[src/hdl/lmlc_pkg.sv]
`timescale 1ns / 1ps
// ----------------------------------------------------------------------------
// lmlc_pkg
// Shared types and codes for the lift motor limit controller.
// ----------------------------------------------------------------------------
package lmlc_pkg;

   localparam logic [1:0] DRV_STOP = 2'd0;
   localparam logic [1:0] DRV_FWD  = 2'd1;
   localparam logic [1:0] DRV_REV  = 2'd2;

   localparam logic [2:0] ST_UNKNOWN   = 3'd0;
   localparam logic [2:0] ST_OPEN      = 3'd1;
   localparam logic [2:0] ST_CLOSED    = 3'd2;
   localparam logic [2:0] ST_UP        = 3'd3;
   localparam logic [2:0] ST_DOWN      = 3'd4;
   localparam logic [2:0] ST_STOPPED   = 3'd5;
   localparam logic [2:0] ST_EMERGENCY = 3'd6;

   localparam logic [1:0] DIR_NONE = 2'd0;
   localparam logic [1:0] DIR_FWD  = 2'd1;
   localparam logic [1:0] DIR_REV  = 2'd2;

   localparam logic [1:0] CMD_NONE = 2'd0;
   localparam logic [1:0] CMD_STOP = 2'd1;
   localparam logic [1:0] CMD_UP   = 2'd2;
   localparam logic [1:0] CMD_DOWN = 2'd3;

   localparam logic [1:0] SRC_NONE   = 2'd0;
   localparam logic [1:0] SRC_BUTTON = 2'd1;
   localparam logic [1:0] SRC_REMOTE = 2'd2;

   localparam logic [1:0] REF_NONE        = 2'd0;
   localparam logic [1:0] REF_OVERCURRENT = 2'd1;
   localparam logic [1:0] REF_LIMIT       = 2'd2;

   localparam logic [1:0] CSR_CEILING_MOUNT = 2'd0;
   localparam logic [1:0] CSR_FWD_RUN_ON    = 2'd1;
   localparam logic [1:0] CSR_REV_RUN_ON    = 2'd2;

   typedef struct packed {
      logic       stop_button;
      logic       up_button;
      logic       down_button;
      logic [1:0] ir_command;
      logic       forward_limit;
      logic       reverse_limit;
      logic       overcurrent_trip;
      logic       driver_fault;
      logic [7:0] elapsed_ms;
   } req_data_type;

   typedef struct packed {
      logic [1:0] motor_drive;
      logic [2:0] lift_status;
      logic       overcurrent_latched;
      logic [1:0] refusal;
      logic [1:0] command_from;
   } rsp_data_type;

   typedef struct packed {
      logic        ceiling_mount;
      logic [15:0] forward_run_on_ms;
      logic [15:0] reverse_run_on_ms;
   } cfg_type;

   typedef struct packed {
      logic [2:0]  status;
      logic [1:0]  drive;
      logic [1:0]  run_dir;
      logic [15:0] run_elapsed;
      logic        oc_flag;
   } ctl_state_type;

endpackage

[src/hdl/lmlc_csr.sv]
`timescale 1ns / 1ps
// ----------------------------------------------------------------------------
// lmlc_csr
// Configuration register file: mount orientation and run-on times.
// ----------------------------------------------------------------------------
module lmlc_csr import lmlc_pkg::*; (
   input  logic        clock,
   input  logic        reset,
   input  logic        csr_valid,
   output logic        csr_ready,
   input  logic [1:0]  csr_index,
   input  logic [15:0] csr_data,
   output cfg_type     cfg
);

   cfg_type cfg_ff;
   cfg_type cfg_in;

   assign csr_ready = 1'b1;
   assign cfg       = cfg_ff;

   always_comb begin
      cfg_in = cfg_ff;
      if (csr_valid) begin
         case (csr_index)
            CSR_CEILING_MOUNT: cfg_in.ceiling_mount     = csr_data[0];
            CSR_FWD_RUN_ON:    cfg_in.forward_run_on_ms = csr_data;
            CSR_REV_RUN_ON:    cfg_in.reverse_run_on_ms = csr_data;
            default:           cfg_in = cfg_ff;
         endcase
      end
   end

   always_ff @(posedge clock) begin
      if (reset) begin
         cfg_ff <= '0;
      end else begin
         cfg_ff <= cfg_in;
      end
   end

endmodule

[src/hdl/lmlc_step.sv]
`timescale 1ns / 1ps
// ----------------------------------------------------------------------------
// lmlc_step
// Per-tick rule logic: fault, run-on, limit and command handling.
// ----------------------------------------------------------------------------
module lmlc_step import lmlc_pkg::*; (
   input  req_data_type  req,
   input  cfg_type       cfg,
   input  ctl_state_type cur,
   output ctl_state_type nxt,
   output rsp_data_type  rsp
);

   function automatic logic [2:0] limit_status(input logic [1:0] dir, input logic ceiling);
      logic fwd_side;
      begin
         fwd_side = (dir == DIR_FWD);
         limit_status = (fwd_side ^ ceiling) ? ST_OPEN : ST_CLOSED;
      end
   endfunction

   logic [16:0] sum;
   logic [15:0] sat;
   logic [15:0] run_limit;
   logic [1:0]  cmd;
   logic [1:0]  src;
   logic        cmd_lim;
   logic [1:0]  refusal;
   logic [1:0]  from;
   ctl_state_type s;

   assign sum       = {1'b0, cur.run_elapsed} + {9'd0, req.elapsed_ms};
   assign sat       = sum[16] ? 16'hFFFF : sum[15:0];
   assign run_limit = (cur.run_dir == DIR_FWD) ? cfg.forward_run_on_ms
                                               : cfg.reverse_run_on_ms;

   always_comb begin
      cmd = CMD_NONE;
      src = SRC_NONE;
      if (req.stop_button) begin
         cmd = CMD_STOP;
         src = SRC_BUTTON;
      end else if (req.up_button) begin
         cmd = CMD_UP;
         src = SRC_BUTTON;
      end else if (req.down_button) begin
         cmd = CMD_DOWN;
         src = SRC_BUTTON;
      end else if (req.ir_command != CMD_NONE) begin
         cmd = req.ir_command;
         src = SRC_REMOTE;
      end
      cmd_lim = (cmd == CMD_UP) ? req.forward_limit : req.reverse_limit;
   end

   always_comb begin
      s       = cur;
      refusal = REF_NONE;
      from    = SRC_NONE;
      if (req.overcurrent_trip) begin
         s.oc_flag = 1'b1;
         s.drive   = DRV_STOP;
      end
      if (req.driver_fault) begin
         s.run_dir = DIR_NONE;
         s.drive   = DRV_STOP;
         s.status  = ST_EMERGENCY;
      end else if (cur.run_dir != DIR_NONE) begin
         s.run_elapsed = sat;
         if (sat >= run_limit) begin
            s.drive   = DRV_STOP;
            s.run_dir = DIR_NONE;
            s.status  = limit_status((cur.run_dir == DIR_FWD) ? DIR_FWD : DIR_REV,
                                     cfg.ceiling_mount);
         end
      end else if (req.forward_limit && s.drive == DRV_FWD) begin
         if (cfg.forward_run_on_ms == 16'd0) begin
            s.drive  = DRV_STOP;
            s.status = limit_status(DIR_FWD, cfg.ceiling_mount);
         end else begin
            s.run_dir     = DIR_FWD;
            s.run_elapsed = 16'd0;
         end
      end else if (req.reverse_limit && s.drive == DRV_REV) begin
         if (cfg.reverse_run_on_ms == 16'd0) begin
            s.drive  = DRV_STOP;
            s.status = limit_status(DIR_REV, cfg.ceiling_mount);
         end else begin
            s.run_dir     = DIR_REV;
            s.run_elapsed = 16'd0;
         end
      end else begin
         case (cmd)
            CMD_STOP: begin
               s.oc_flag = 1'b0;
               s.run_dir = DIR_NONE;
               s.drive   = DRV_STOP;
               s.status  = ST_STOPPED;
               from      = src;
            end
            CMD_UP, CMD_DOWN: begin
               if (s.oc_flag) begin
                  refusal = REF_OVERCURRENT;
               end else if (cmd_lim) begin
                  refusal = REF_LIMIT;
               end else begin
                  s.drive  = (cmd == CMD_UP) ? DRV_FWD : DRV_REV;
                  s.status = (cmd == CMD_UP) ? ST_UP : ST_DOWN;
                  from     = src;
               end
            end
            default: begin
               from = SRC_NONE;
            end
         endcase
      end
   end

   assign nxt                     = s;
   assign rsp.motor_drive         = s.drive;
   assign rsp.lift_status         = s.status;
   assign rsp.overcurrent_latched = s.oc_flag;
   assign rsp.refusal             = refusal;
   assign rsp.command_from        = from;

endmodule

[src/hdl/lift_motor_limit_controller_core.sv]
`timescale 1ns / 1ps
// ----------------------------------------------------------------------------
// lift_motor_limit_controller_core
// Lift motor controller: one control tick in, one drive/status beat out.
// ----------------------------------------------------------------------------
//  channel  dir  handshake            payload
//  req_     in   req_valid/req_stall  req_data_type (one tick)
//  rsp_     out  rsp_valid/rsp_stall  rsp_data_type (drive and status)
//  csr_     in   csr_valid/csr_ready  csr_index, csr_data
//
//  A beat is registered on entry, evaluated against the controller state
//  and written to the result register when it is free: one beat per cycle
//  while rsp_stall is low. The state updates as a beat leaves the input
//  register, so the next beat sees it. Reset clears all state and
//  config. A stalled result holds; the input register then fills and stalls.
// ----------------------------------------------------------------------------
module lift_motor_limit_controller_core import lmlc_pkg::*; (
   input  logic         clock,
   input  logic         reset,
   input  logic         req_valid,
   output logic         req_stall,
   input  req_data_type req_data,
   output logic         rsp_valid,
   input  logic         rsp_stall,
   output rsp_data_type rsp_data,
   input  logic         csr_valid,
   output logic         csr_ready,
   input  logic [1:0]   csr_index,
   input  logic [15:0]  csr_data
);

   cfg_type       cfg;
   logic          in_valid_ff;
   logic          in_valid_in;
   req_data_type  in_data_ff;
   logic          out_valid_ff;
   logic          out_valid_in;
   rsp_data_type  out_data_ff;
   ctl_state_type state_ff;
   ctl_state_type state_in;
   ctl_state_type step_state;
   rsp_data_type  step_rsp;
   logic          out_free;
   logic          fire;
   logic          take;

   lmlc_csr u_csr (
      .clock     (clock),
      .reset     (reset),
      .csr_valid (csr_valid),
      .csr_ready (csr_ready),
      .csr_index (csr_index),
      .csr_data  (csr_data),
      .cfg       (cfg)
   );

   lmlc_step u_step (
      .req (in_data_ff),
      .cfg (cfg),
      .cur (state_ff),
      .nxt (step_state),
      .rsp (step_rsp)
   );

   assign out_free     = !out_valid_ff || !rsp_stall;
   assign fire         = in_valid_ff && out_free;
   assign req_stall    = in_valid_ff && !out_free;
   assign take         = req_valid && !req_stall;
   assign in_valid_in  = take || (in_valid_ff && !fire);
   assign out_valid_in = fire || (out_valid_ff && rsp_stall);
   assign state_in     = fire ? step_state : state_ff;

   assign rsp_valid = out_valid_ff;
   assign rsp_data  = out_data_ff;

   always_ff @(posedge clock) begin
      if (reset) begin
         in_valid_ff  <= 1'b0;
         out_valid_ff <= 1'b0;
         state_ff     <= '0;
      end else begin
         in_valid_ff  <= in_valid_in;
         out_valid_ff <= out_valid_in;
         state_ff     <= state_in;
      end
   end

   always_ff @(posedge clock) begin
      if (take) begin
         in_data_ff <= req_data;
      end
      if (fire) begin
         out_data_ff <= step_rsp;
      end
   end

endmodule
[config.mk]
export PLATFORM = sky130hd
export DESIGN_NAME = lift_motor_limit_controller_core
export DESIGN_NICKNAME = d
export VERILOG_FILES = /design/src/hdl/lmlc_pkg.sv /design/src/hdl/lmlc_csr.sv /design/src/hdl/lmlc_step.sv /design/src/hdl/lift_motor_limit_controller_core.sv
export SDC_FILE = /design/constraint.sdc
export NUM_CORES = 1
export LEC_CHECK = 0
export ABC_AREA = 1
export BUFFER_PORTS_ARGS = -buffer_cell sky130_fd_sc_hd__buf_2
export CORE_MARGIN = 8
export CORE_UTILIZATION = 59
export CTS_CLUSTER_SIZE = 24
export DETAILED_ROUTE_END_ITERATION = 7
export GPL_TIMING_DRIVEN = 0
export PLACE_DENSITY = 0.9
export SLEW_MARGIN = 20
export SYNTH_ARGS = -nofsm -noshare
export SYNTH_HDL_FRONTEND = slang
export SYNTH_SLANG_ARGS = --single-unit
[constraint.sdc]
create_clock -name clock -period 4.13 [get_ports clock]
set_input_delay 0.2065 -clock clock [delete_from_list [all_inputs] [get_ports clock]]
set_output_delay 0.2065 -clock clock [all_outputs]
set_load 0.01 [all_outputs]
-- Word-level counts from Yosys, hierarchy flattened
Cells that the tools add are included.
- bits of input ports: 40
- logic and storage cells: 118
- register bits: 86
- output and inout bits: 13
- reduce and logical (&&, ||, !) cells: 31
- $lt $le $gt $ge: 1
- $add $sub $neg: 1
- bitwise operators: 3
- equality and inequality tests: 14
- mux-type cells: 43
- operators with widths (kind ; number):
    16-bit 2-to-1 mux ; 3
    23-bit 2-to-1 mux ; 2
    18-bit 2-to-1 mux ; 2
    2-bit 2-to-1 mux ; 18
    16-bit logical NOT ; 2
    7-bit 2-to-1 mux ; 3
    5-bit 2-to-1 mux ; 4
    16-bit by 8-bit adder with 17-bit output ; 1
    16-bit greater-or-equal comparator ; 1
    2-bit by 1-bit equality test with 1-bit output (second input constant) ; 5
    5-bit case mux with 2 select lines ; 1
    5-bit AND reduction ; 2
    2-bit equality test (second input constant) ; 4
    1-bit 2-to-1 mux ; 8
    1-bit logical AND ; 7
    2-bit AND reduction ; 3
    6-bit OR reduction ; 1
    1-bit logical NOT ; 5
    5-bit by 3-bit != test with 1-bit output (second input constant) ; 1
    5-bit nonzero test ; 1
    5-bit OR reduction ; 1
    4-bit by 3-bit != test with 1-bit output (second input constant) ; 1
    2-bit case mux with 2 select lines ; 1
    2-bit nonzero test ; 2
    other kinds (11) ; 14

-- Depth between registers and ports, before layout
Gate-level depths: netlist (run 1).
- word-level depth: 14
- gate-level depth with buffers: 23
- mapped depth without buffers: 23

-- By module
From an unflattened synthesis (run 1), not the netlist that was laid out.
- cells, all modules: 839
- area, all modules: 5634.2 µm²
- modules (own cells, without submodules) (module ; sequential area each (µm²) ; area each (µm²) ; cells an instance ; times used):
    lmlc_step ; 0.0 ; 2253.4 ; 427 ; 1
    lift_motor_limit_controller_core ; 1331.3 ; 2006.9 ; 197 ; 1
    lmlc_csr ; 660.6 ; 1373.8 ; 215 ; 1

-- Worst setup path before layout (run 1)
No wires, ideal clock.
- path kind: register to register
- start point: register in_data_ff[0] (netlist name)
- end point: register out_data_ff (netlist bit rsp_data[5]) (data pin)
- required time: 3879 ps
- cell stages (with the launch flop): 21
- slack: 1030 ps
- library setup time: 251 ps
- arrival time: 2849 ps
- buffers on the path: 0
- clock period less this slack: 3100 ps
- cell sequence: edfxtp_1 > ha_1 > fa_1 > nand3_1 > nand3_2 > nand4_1 > nand2_1 > nand3_2 > inv_1 > or2_2 > ha_1 > a21oi_1 > o21ai_0 > nand2_1 > nand2_1 > nand2_1 > nand3_1 > o21ai_0 > nand2_1 > nand2_1 > inv_1
- RTL lines (item ; RTL line ; text):
    start, declared ; lift_motor_limit_controller_core.sv:35 ; req_data_type in_data_ff;
    start signal, assigned ; lift_motor_limit_controller_core.sv:90 ; in_data_ff <= req_data;
    end signal, assigned ; lift_motor_limit_controller_core.sv:93 ; out_data_ff <= step_rsp;
    end, declared ; lift_motor_limit_controller_core.sv:38 ; rsp_data_type out_data_ff;

==> impl_metrics.env, run 1 <==
export IMPL_synth_avg_cell_area_sq_um=7.47
export IMPL_cts_tree="built"
export IMPL_rsz0062_at_grt="false"
export IMPL_post_cts_resized=0
export IMPL_post_place_ws_ns=0.515
export IMPL_io_buffer_count=51
export IMPL_grt_max_degree=20
export IMPL_drive_gt1_share_pct=14.6
export IMPL_critPathKind="flop to flop"
export IMPL_fin_nets=773
export IMPL_power_mw=1.92
export IMPL_drc=0
export IMPL_ys_types=40
export IMPL_cts_setup_buffers=0
export IMPL_overflow=0
export IMPL_die_area_sq_um=11200
export IMPL_hp_class="input port to flop"
export IMPL_min_delay_start="req_data[13]"
export IMPL_routedWlPerCell_um=14.8
export IMPL_cts_max_level=3
export IMPL_dpl_hpwl_mm=9.01
export IMPL_finalClockSkew_ns=0.00985
export IMPL_diodes=0
export IMPL_drv_cap=0
export IMPL_final_util_pct=70.2
export IMPL_slowest_stage="edfxtp_1"
export IMPL_synth_seq_area_share_pct=41.9
export IMPL_grt_antenna_before_repair=0
export IMPL_worstSetupStartpointType="flop"
export IMPL_cp_max_fo=10
export IMPL_end_kind="flop"
export IMPL_place_gp_congestion=0.911
export IMPL_whs_ns=0.0129
export IMPL_ys_warn_count=0
export IMPL_peakVddDrop_mv=0.176
export IMPL_cts_sinks=86
export IMPL_grt_pass1_vias=4419
export IMPL_synth_edf_count=27
export IMPL_dp_cells=790
export IMPL_synth_nets=702
export IMPL_nFillCells=617
export IMPL_cpPeakStageDelay_ns=0.42
export IMPL_vias=4570
export IMPL_layout_setup_ws_ns=0.461
export IMPL_grt_first_pass_wirelength_mm=19.5
export IMPL_async_reset_ff_share_pct=0
export IMPL_ys_ff_latch=86
export IMPL_rr_startpoint="in_data_ff[0]"
export IMPL_period_minus_slack_ns=3.67
export IMPL_synth_area_sq_um=4760
export IMPL_crit_top_cell="nand2_1"
export IMPL_fin_cells=815
export IMPL_ys_flop_type="dfxtp_1"
export IMPL_pin_count=53
export IMPL_setup_violations=0
export IMPL_firstDrtPassIters=5
export IMPL_start_util_pct=61.3
export IMPL_leakage_nw=2.47
export IMPL_maxSlewHeadroom_pct=39.5
export IMPL_fp_dieW_um=106
export IMPL_critPathArrivalTime_ns=3.80
export IMPL_cts_reportedPaths_clkPinSlew_ns=0.09
export IMPL_viasPerCell=5.61
export IMPL_hold_viol_final=0
export IMPL_final_area_sq_um=5450
export IMPL_slew_violations=0
export IMPL_cts_hold_buffers=0
export IMPL_track_usage_pct=21.1
export IMPL_antenna_left=0
export IMPL_powerDensity_nw_per_um2=352
export IMPL_rows=32
export IMPL_syn_inst=637
export IMPL_clockRootBuffer="clkbuf_8"
export IMPL_core_area_sq_um=7770
export IMPL_tightestPinTransition_ns=0.908
export IMPL_dr_first_iter_drc_count=271
export IMPL_insertion_delay_ns=0.37
export IMPL_final_setup_tns_ns=0
export IMPL_syn2layout_area_growth_pct=14.6
export IMPL_cp_cell_sequence="ha_1 > fa_1 > nand3_1 > nand3_2 > nand4_1 > nand2_1 > nand3_2 > buf_6 > nand3_1 > ha_1 > nand2_1 > nor3_1 > nand3_1 > nand3_1 > nand2_1 > o21ai_0 > nand2_1 > nand2_1 > inv_1"
export IMPL_status="finished clean"
export IMPL_fmax_ghz=0.273
export IMPL_totalWireLength_mm=12.1
export IMPL_cts_made_buffers=9
export IMPL_crit_start="in_data_ff[0]"
export IMPL_cp_required_ns=4.26
export IMPL_cts_buffer_depth=2
export IMPL_dpl_cell_area_sq_um=5140
export IMPL_min_period_over_period_pct=88.8
export IMPL_die_height_um=106
power by group:
group	switching (mW)	leakage [nW]	total (mW)	internal (mW)
Sequential	0.0221	0.744	0.937	0.915
Clock	0.327	0.104	0.670	0.343
Combinational	0.202	1.62	0.313	0.111
Total	0.551	2.47	1.92	1.37
Yosys cell counts, types with 3 or more instances:
library cell    n  share of area [%]
nand3_1        28                2.9
nand4_1        10                1.3
nand2_2         8                1.1
nand3_2         4               0.84
o21a_1          3               0.47
a21oi_1        57                6.0
ha_1           24                6.3
o21ai_2         3               0.55
dfxtp_1        59                 25
xor2_1          3               0.55
nor3_1          6               0.63
edfxtp_1       27                 17
inv_2           4               0.32
nor2_1         84                6.6
clkbuf_1       15                1.2
nor2_4          5                1.2
nand2_1       138                 11
inv_1          63                5.0
o21ai_0        68                7.2
critical path, delay by kind of cell (launching register included):
family | cells | cell delay [ns]
AOI/OAI and AO/OA | 1 | 0.09
adders and majority gates | 3 | 0.96
buffers and inverters | 2 | 0.20
DFF | 1 | 0.42
and+or+nand+nor | 13 | 1.75
layout by cell type, fill, tap and decap left out, types with 2 or more instances in the layout:
cell / Yosys / final
inv_6: 0 / 2
clkbuf_8: 0 / 9
clkbuf_1: 15 / 15
bufinv_16: 0 / 2
o21a_1: 3 / 3
nor3_2: 2 / 2
inv_1: 63 / 63
nand3_1: 28 / 28
a21oi_1: 57 / 57
or2_2: 2 / 2
dfxtp_1: 59 / 59
a31oi_1: 2 / 2
nand3b_1: 2 / 2
xor2_1: 3 / 3
inv_2: 4 / 4
nand3_2: 4 / 4
o21ai_2: 3 / 3
nand4_1: 10 / 10
nand2_1: 138 / 138
nor2_1: 84 / 84
ha_1: 24 / 24
edfxtp_1: 27 / 27
clkinv_1: 2 / 3
buf_6: 2 / 2
o21ai_1: 2 / 2
nor3_1: 6 / 6
nand2_2: 8 / 8
nor2_4: 5 / 5
o21ai_0: 68 / 68
buf_2: 0 / 51
clkinvlp_4: 0 / 2
dlygate4sd3_1: 0 / 9
worst paths after layout:
kind / end / slack [ns] / cells past startpoint
setup reg to reg: rsp_data[5] / 0.46 / 19
hold / removal: in_data_ff[13] / 0.01 / 1
hold reg to reg: state_ff[8] / 0.47 / 2
setup / recovery: rsp_data[5] / 0.46 / 19
registers in the layout (all words and copies together) (netlist names):
| name | cells |
|---|---|
| u_csr.cfg | 33 |
| state_ff | 24 |
| in_data_ff | 17 |
| rsp_data | 10 |
| in_valid_ff | 1 |
| rsp_valid | 1 |
final cells by class:
class / count / area, sq um / area share, %
plain buffers: 19 / 101 / 1.86
clock buffers: 9 / 124 / 2.27
clock inverters: 7 / 96.3 / 1.77
inverters: 69 / 259 / 4.75
multi-input cells: 463 / 2410 / 44.1
flip-flops and latches: 86 / 1990 / 36.5
well taps: 102 / 128 / 2.34
repair buffers: 60 / 345 / 6.33
cell families (layout without fill, tap and decap cells):
| kind of cell | after synthesis | after routing | synth area share, % |
|---|---|---|---|
| multiplexers | 1 | 1 | 0.210 |
| AND/OR/NAND/NOR | 294 | 294 | 27.5 |
| buffers and inverters | 88 | 164 | 7.57 |
| flip-flops | 86 | 86 | 41.9 |
| AO/OA/AOI/OAI | 139 | 139 | 15.5 |
| XOR/XNOR | 3 | 3 | 0.552 |
| adder cells (fa/ha/maj) | 25 | 25 | 6.73 |
| other | 1 | 1 | 0.0788 |
per-layer routing:
metal	wire, um	share of wire (%)	global-route usage [%]	up-vias
met5	0	0	0	-
met2	6200	51	37.7	164
met4	306	2.5	8.74	0
li1	-	-	-	2261
met1	4810	40	23.5	2113
met3	754	6.2	4.81	32
Note: power is estimated with default switching activity, not from simulation.
==> run 2, diff against run 1 <==
- CORE_UTILIZATION: 59 -> 55
- GPL_TIMING_DRIVEN: 0 -> unset
- PLACE_DENSITY: 0.9 -> 0.86
==> run 2 against run 1 <==
Sequential power hardly changed. Core utilization down 9.2 points. Global-route usage fell by 2.3 points. Final area is 4.4% lower. Worst hold slack improved by 0.0047 ns. Maximum frequency grew 2.7%. Non-clock buffer count down 28. Critical path type unchanged. Clock skew up 0.0015 ns. Sequential cell count unchanged.
==> impl_metrics.env, run 2 (synthesized netlist as in run 1, its figures left out) <==
export IMPL_cp_required_ns=4.25
export IMPL_dpl_cell_area_sq_um=5050
export IMPL_place_gp_congestion=0.939
export IMPL_clockRootBuffer="clkbuf_8"
export IMPL_cts_setup_buffers=0
export IMPL_syn2layout_area_growth_pct=9.57
export IMPL_reg2reg_to="rsp_data[5]"
export IMPL_critPathTopFamily="simple AND/OR/NAND/NOR gates"
export IMPL_cts_reportedPaths_clkPinSlew_ns=0.09
export IMPL_cts_buffer_depth=2
export IMPL_slew_violations=0
export IMPL_peakVddDrop_mv=0.217
export IMPL_totalWireLength_mm=11.0
export IMPL_grt_max_degree=39
export IMPL_drv_cap=0
export IMPL_vias=4335
export IMPL_rows=34
export IMPL_die_area_sq_um=11900
export IMPL_post_place_ws_ns=0.591
export IMPL_path_buf_inv=2
export IMPL_io_buffer_count=51
export IMPL_grt_antenna_before_repair=0
export IMPL_hp_class="input port to flop"
export IMPL_final_util_pct=61.0
export IMPL_cp_max_fo=13
export IMPL_layout_setup_ws_ns=0.557
export IMPL_cts_sinks=86
export IMPL_period_minus_slack_ns=3.57
export IMPL_leakage_nw=2.37
export IMPL_rsz0062_at_grt="false"
export IMPL_fin_nets=745
export IMPL_end_kind="flop"
export IMPL_grt_first_pass_wirelength_mm=18.0
export IMPL_rrSetupSlack_ns=0.56
export IMPL_insertion_delay_ns=0.36
export IMPL_final_common_cell="nand2_1"
export IMPL_fp_dieW_um=109
export IMPL_core_area_sq_um=8550
export IMPL_dr_first_iter_drc_count=295
export IMPL_post_cts_resized=0
export IMPL_critPathArrivalTime_ns=3.70
export IMPL_powerDensity_nw_per_um2=336
export IMPL_grt_pass1_vias=4035
export IMPL_pin_count=53
export IMPL_antenna_left=0
export IMPL_worstSetupStartpointType="flop"
export IMPL_fin_cells=793
export IMPL_track_usage_pct=18.7
export IMPL_critPathKind="flop to flop"
export IMPL_die_height_um=109
export IMPL_maxSlewHeadroom_pct=38.0
export IMPL_cpPeakStageDelay_ns=0.40
export IMPL_min_delay_start="req_data[13]"
export IMPL_viasPerCell=5.47
export IMPL_hold_end="in_data_ff[13]"
export IMPL_nFillCells=732
export IMPL_firstDrtPassIters=7
export IMPL_drive_gt1_share_pct=14.5
export IMPL_drc=0
export IMPL_finalClockSkew_ns=0.0113
export IMPL_overflow=0
export IMPL_cts_hold_buffers=0
export IMPL_r2r_cells=20
export IMPL_diodes=0
export IMPL_status="finished clean"
export IMPL_min_period_over_period_pct=86.5
export IMPL_cts_tree="built"
export IMPL_dp_cells=777
export IMPL_setup_violations=0
export IMPL_final_setup_tns_ns=0
export IMPL_fmax_ghz=0.280
export IMPL_cp_cell_sequence="ha_1 > fa_1 > nand3_1 > nand3_2 > nand4_1 > nand2_1 > nand3_2 > inv_1 > or2_2 > ha_1 > a21oi_1 > o21ai_0 > nand2_1 > nand2_1 > nand2_1 > nand3_1 > o21ai_0 > nand2_1 > nand2_1 > inv_1"
export IMPL_tightestPinTransition_ns=0.928
export IMPL_layout_common_cells="138 x nand2_1, 84 x nor2_1, 68 x o21ai_0, 63 x inv_1, 59 x dfxtp_1"
export IMPL_cts_max_level=3
export IMPL_whs_path_depth=1
export IMPL_routedWlPerCell_um=13.9
export IMPL_hold_viol_final=0
export IMPL_power_mw=1.75
export IMPL_final_area_sq_um=5220
export IMPL_whs_ns=0.0176
export IMPL_dpl_hpwl_mm=8.10
export IMPL_cts_made_buffers=9
export IMPL_crit_top_cell="nand2_1"
export IMPL_slowest_stage="fa_1"
export IMPL_largest_reg_flops=33
export IMPL_start_util_pct=55.7
export IMPL_rr_startpoint="in_data_ff[0]"
-- run 2: worst max-delay path by stage --
stage	startpoint	endpoint	slack [ns]	depth (start not counted)
2_1_floorplan	in_data_ff[0]	rsp_data[5]	1.03	20
3_3_place_gp	in_data_ff[0]	rsp_data[5]	0.69	20
3_5_place_dp	in_data_ff[0]	rsp_data[5]	0.59	20
4_1_cts	in_data_ff[0]	rsp_data[5]	0.58	20
5_1_grt	in_data_ff[2]	rsp_data[5]	0.18	19
6_report	in_data_ff[0]	rsp_data[5]	0.56	20
-- run 2: where the power goes --
part / internal [mW] / switching (mW) / total [mW] / leakage (nW)
combinational: 0.101 / 0.193 / 0.294 / 1.55
sequential: 0.914 / 0.0217 / 0.936 / 0.744
clock: 0.217 / 0.304 / 0.521 / 0.0837
total: 1.23 / 0.518 / 1.75 / 2.37
-- run 2: cell type report --
class                      instances  area [sq um]  share of cell area, %
clock buffer                      10           128                   2.45
inverter                          69           259                   4.97
timing repair buffer              51           255                   4.89
clock inverter                     6          38.8                  0.744
tap                              108           135                   2.59
sequential                        86          1990                   38.2
multi-input combinational        463          2410                   46.2
-- run 2: worst register-to-register path, cell delays in order, from the launching register on --
cell      delay (ns)
edfxtp_1        0.38
ha_1            0.23
fa_1            0.40
nand3_1         0.11
nand3_2         0.09
nand4_1         0.09
nand2_1         0.11
nand3_2         0.24
inv_1           0.10
or2_2           0.30
ha_1            0.31
a21oi_1         0.15
o21ai_0         0.08
nand2_1         0.06
nand2_1         0.04
nand2_1         0.08
nand3_1         0.18
o21ai_0         0.20
nand2_1         0.06
nand2_1         0.08
inv_1           0.05
-- run 2: metal layers --
layer  track usage, %  vias up  share of wire [%]
li1                 -     2192                  -
met1             21.5     1972                 42
met2             33.5      143                 51
met3             2.60       28                5.4
met4             9.09        0                2.1
met5                0        -                  0
==> run 3, diff against run 2 <==
- PLACE_DENSITY: 0.86 -> 0.85
- RECOVER_POWER: unset -> 25
- SYNTH_HIERARCHICAL: unset -> 1
- clock period: 4.13 -> 3.55 ns (I/O delays scaled with it)
==> run 3 against run 2 <==
Clock skew is 0.0015 ns higher. Synthesized cell count is 32% higher. Via count is 22% higher. Clock power is 23% higher. Clock-buffer cell count is 1 lower. First-iteration DRC count is 86% higher. Die area is 16% higher. Synthesized area is 18% higher. Highest routed layer unchanged. Sequential share of layout area is 6.9 points lower. Maximum frequency is 5.9% higher. Sequential cell count stayed put.
==> impl_metrics.env, run 3 <==
export IMPL_grt_pass1_vias=4836
export IMPL_die_area_sq_um=13700
export IMPL_synthTopCellsByCount="236 x nand2_1, 139 x nor2_1, 118 x inv_1"
export IMPL_power_mw=2.39
export IMPL_ys_flop_type="dfxtp_1"
export IMPL_tightestPinTransition_ns=1.09
export IMPL_firstDrtPassIters=6
export IMPL_dr_first_iter_drc_count=548
export IMPL_critPathKind="flop to flop"
export IMPL_insertion_delay_ns=0.38
export IMPL_met3_length_um=727
export IMPL_worstSetupStartpointType="flop"
export IMPL_routed_wl_met2_mm=6.55
export IMPL_grt_first_pass_wirelength_mm=21.4
export IMPL_finalClockSkew_ns=0.0129
export IMPL_p_comb_share_pct=26.4
export IMPL_hold_viol_final=0
export IMPL_antenna_left=0
export IMPL_peakVddDrop_mv=0.187
export IMPL_drv_cap=0
export IMPL_fmax_ghz=0.296
export IMPL_cts_reportedPaths_clkPinSlew_ns=0.10
export IMPL_cp_required_ns=3.87
export IMPL_yosys_area_top_type="dfxtp_1"
export IMPL_core_area_sq_um=10100
export IMPL_cts_buffer_depth=2
export IMPL_syn2layout_area_growth_pct=13.0
export IMPL_ys_types=41
export IMPL_fin_cells=1034
export IMPL_cp_max_fo=7
export IMPL_netlist_area_leader_share_pct=21.0
export IMPL_critPathArrivalTime_ns=3.69
export IMPL_top_layer="met4"
export IMPL_synth_area_sq_um=5630
export IMPL_io_buffer_count=51
export IMPL_synth_seq_area_share_pct=35.4
export IMPL_overflow=0
export IMPL_track_usage_pct=19.6
export IMPL_cts_made_buffers=9
export IMPL_largest_reg_flops=33
export IMPL_routedWlPerCell_um=12.7
export IMPL_ys_ff_latch=86
export IMPL_clockRootBuffer="clkbuf_8"
export IMPL_grt_max_degree=51
export IMPL_drive_gt1_share_pct=15.8
export IMPL_leakage_nw=3.30
export IMPL_die_height_um=117
export IMPL_end_kind="flop"
export IMPL_totalWireLength_mm=13.1
export IMPL_period_minus_slack_ns=3.38
export IMPL_dpl_hpwl_mm=9.08
export IMPL_drt_met1_wl_mm=5.48
export IMPL_hp_class="input port to flop"
export IMPL_cts_tree="built"
export IMPL_grt_antenna_before_repair=0
export IMPL_syn_inst=839
export IMPL_internal_power_mw=1.57
export IMPL_whs_ns=0.0264
export IMPL_slew_violations=0
export IMPL_rows=37
export IMPL_synth_edf_count=27
export IMPL_synthTopCellsByArea="dfxtp_1 21%, nand2_1 16%, edfxtp_1 14%, nor2_1 9.3%, inv_1 7.9%"
export IMPL_pin_count=53
export IMPL_maxSlewHeadroom_pct=27.5
export IMPL_layout_common_cells="232 x nand2_1, 138 x nor2_1, 119 x inv_1, 58 x dfxtp_1, 57 x nand3_1"
export IMPL_fin_nets=958
export IMPL_setup_violations=0
export IMPL_viasPerCell=5.12
export IMPL_yosysMostFrequentCell="nand2_1"
export IMPL_diodes=0
export IMPL_swShare_pct=34.2
export IMPL_fp_dieW_um=117
export IMPL_pwr_share_seq_pct=46.9
export IMPL_pwr_share_clk_pct=26.8
export IMPL_async_reset_ff_share_pct=0
export IMPL_power_switching_mw=0.817
export IMPL_cts_max_level=3
export IMPL_status="finished clean"
export IMPL_min_period_over_period_pct=95.1
export IMPL_vias=5298
export IMPL_final_common_cell="nand2_1"
export IMPL_nFillCells=892
export IMPL_ys_warn_count=6
export IMPL_powerDensity_nw_per_um2=376
export IMPL_start_util_pct=55.6
export IMPL_dp_cells=996
export IMPL_synth_nets=904
export IMPL_cts_sinks=86
export IMPL_place_gp_congestion=0.979
export IMPL_drc=0
export IMPL_synth_avg_cell_area_sq_um=6.72
run 3: cells by family (layout without fill, tap and decap cells):
logic type / Yosys count / count (layout) / share of synthesized area, %
compound gates: 69 / 69 / 7.53
fa+ha+maj: 25 / 25 / 5.69
simple gates: 484 / 485 / 36.8
buf+inv: 161 / 219 / 12.3
xor+xnor: 5 / 5 / 0.777
flops: 86 / 86 / 35.4
mux: 8 / 8 / 1.44
other cells: 1 / 1 / 0.0666
run 3: repair_timing:
action | in CTS | in global routing
pin swaps | 0 | 8
endpoints found under the hold margin | 17 | 0
hold buffers | 17 | 0
gates resized for setup | 1 | 21
cloned | 0 | 1
setup endpoints to repair | 2 | 10
buffers inserted | 0 | 4
run 3: final timing paths:
check,startpoint,slack (ns),cells past startpoint,end
min,csr_data[14],0.03,3,u_csr/cfg[14]
max,in_data_ff[0],0.17,21,state_ff[20]
min reg2reg,state_ff[0],0.49,2,state_ff[0]
max reg2reg,in_data_ff[0],0.17,21,state_ff[20]
run 3: worst max-delay path: stages (launching register included):
cell and delay, ns:
edfxtp_1 0.38, ha_2 0.21, fa_2 0.40, nand3_1 0.11, nand3_2 0.10, nand2_2 0.11, nand2_4 0.10, nand3_4 0.17
nand3_1 0.14, ha_1 0.33, nand2_1 0.14, nor2_1 0.11, a21oi_4 0.20, buf_4 0.16, nand4_1 0.10, nand2_1 0.07
nand2_1 0.06, nor2_2 0.12, inv_1 0.05, nand3_1 0.08, nand2_1 0.07, nor2_1 0.11
run 3: power groups by stage:
stage / Clock, mW / Sequential (mW) / Combinational, mW
2_1_floorplan: 0 / 1.14 / 0.443
3_3_place_gp: 0 / 1.14 / 0.548
3_5_place_dp: 0 / 1.14 / 0.558
4_1_cts: 0.650 / 1.12 / 0.579
5_1_grt: 0.694 / 1.13 / 0.708
6_report: 0.640 / 1.12 / 0.630
run 3: cell type report:
type | instances | area (sq um) | share of cell area [%]
clock inverters | 7 | 46.3 | 0.727
multi-input cells | 593 | 3070 | 48.3
inverters | 127 | 477 | 7.49
clock buffers | 9 | 124 | 1.95
repair buffers | 76 | 483 | 7.59
well taps | 136 | 170 | 2.67
flip-flops and latches | 86 | 1990 | 31.3
run 3: stage by stage:
stage / util (%) / area [sq um] / setup slack, ns / setup TNS, ns
after floorplan: - / 5630 / 0.311 / 0
after global placement: 57.9 / 5870 / 0.133 / 0
after detailed placement: 57.9 / 5870 / 0.00717 / 0
after CTS: 61.3 / 6220 / 0.0598 / 0
after global routing: 62.8 / 6360 / -0.0331 / -0.0331
final: 62.8 / 6360 / 0.175 / 0
run 3: metal layers:
layer / up-vias / global-route usage [%]
met3: 30 / 3.54
li1: 2725 / -
met4: 0 / 10.6
met5: - / 0
met1: 2373 / 22.6
met2: 170 / 33.9
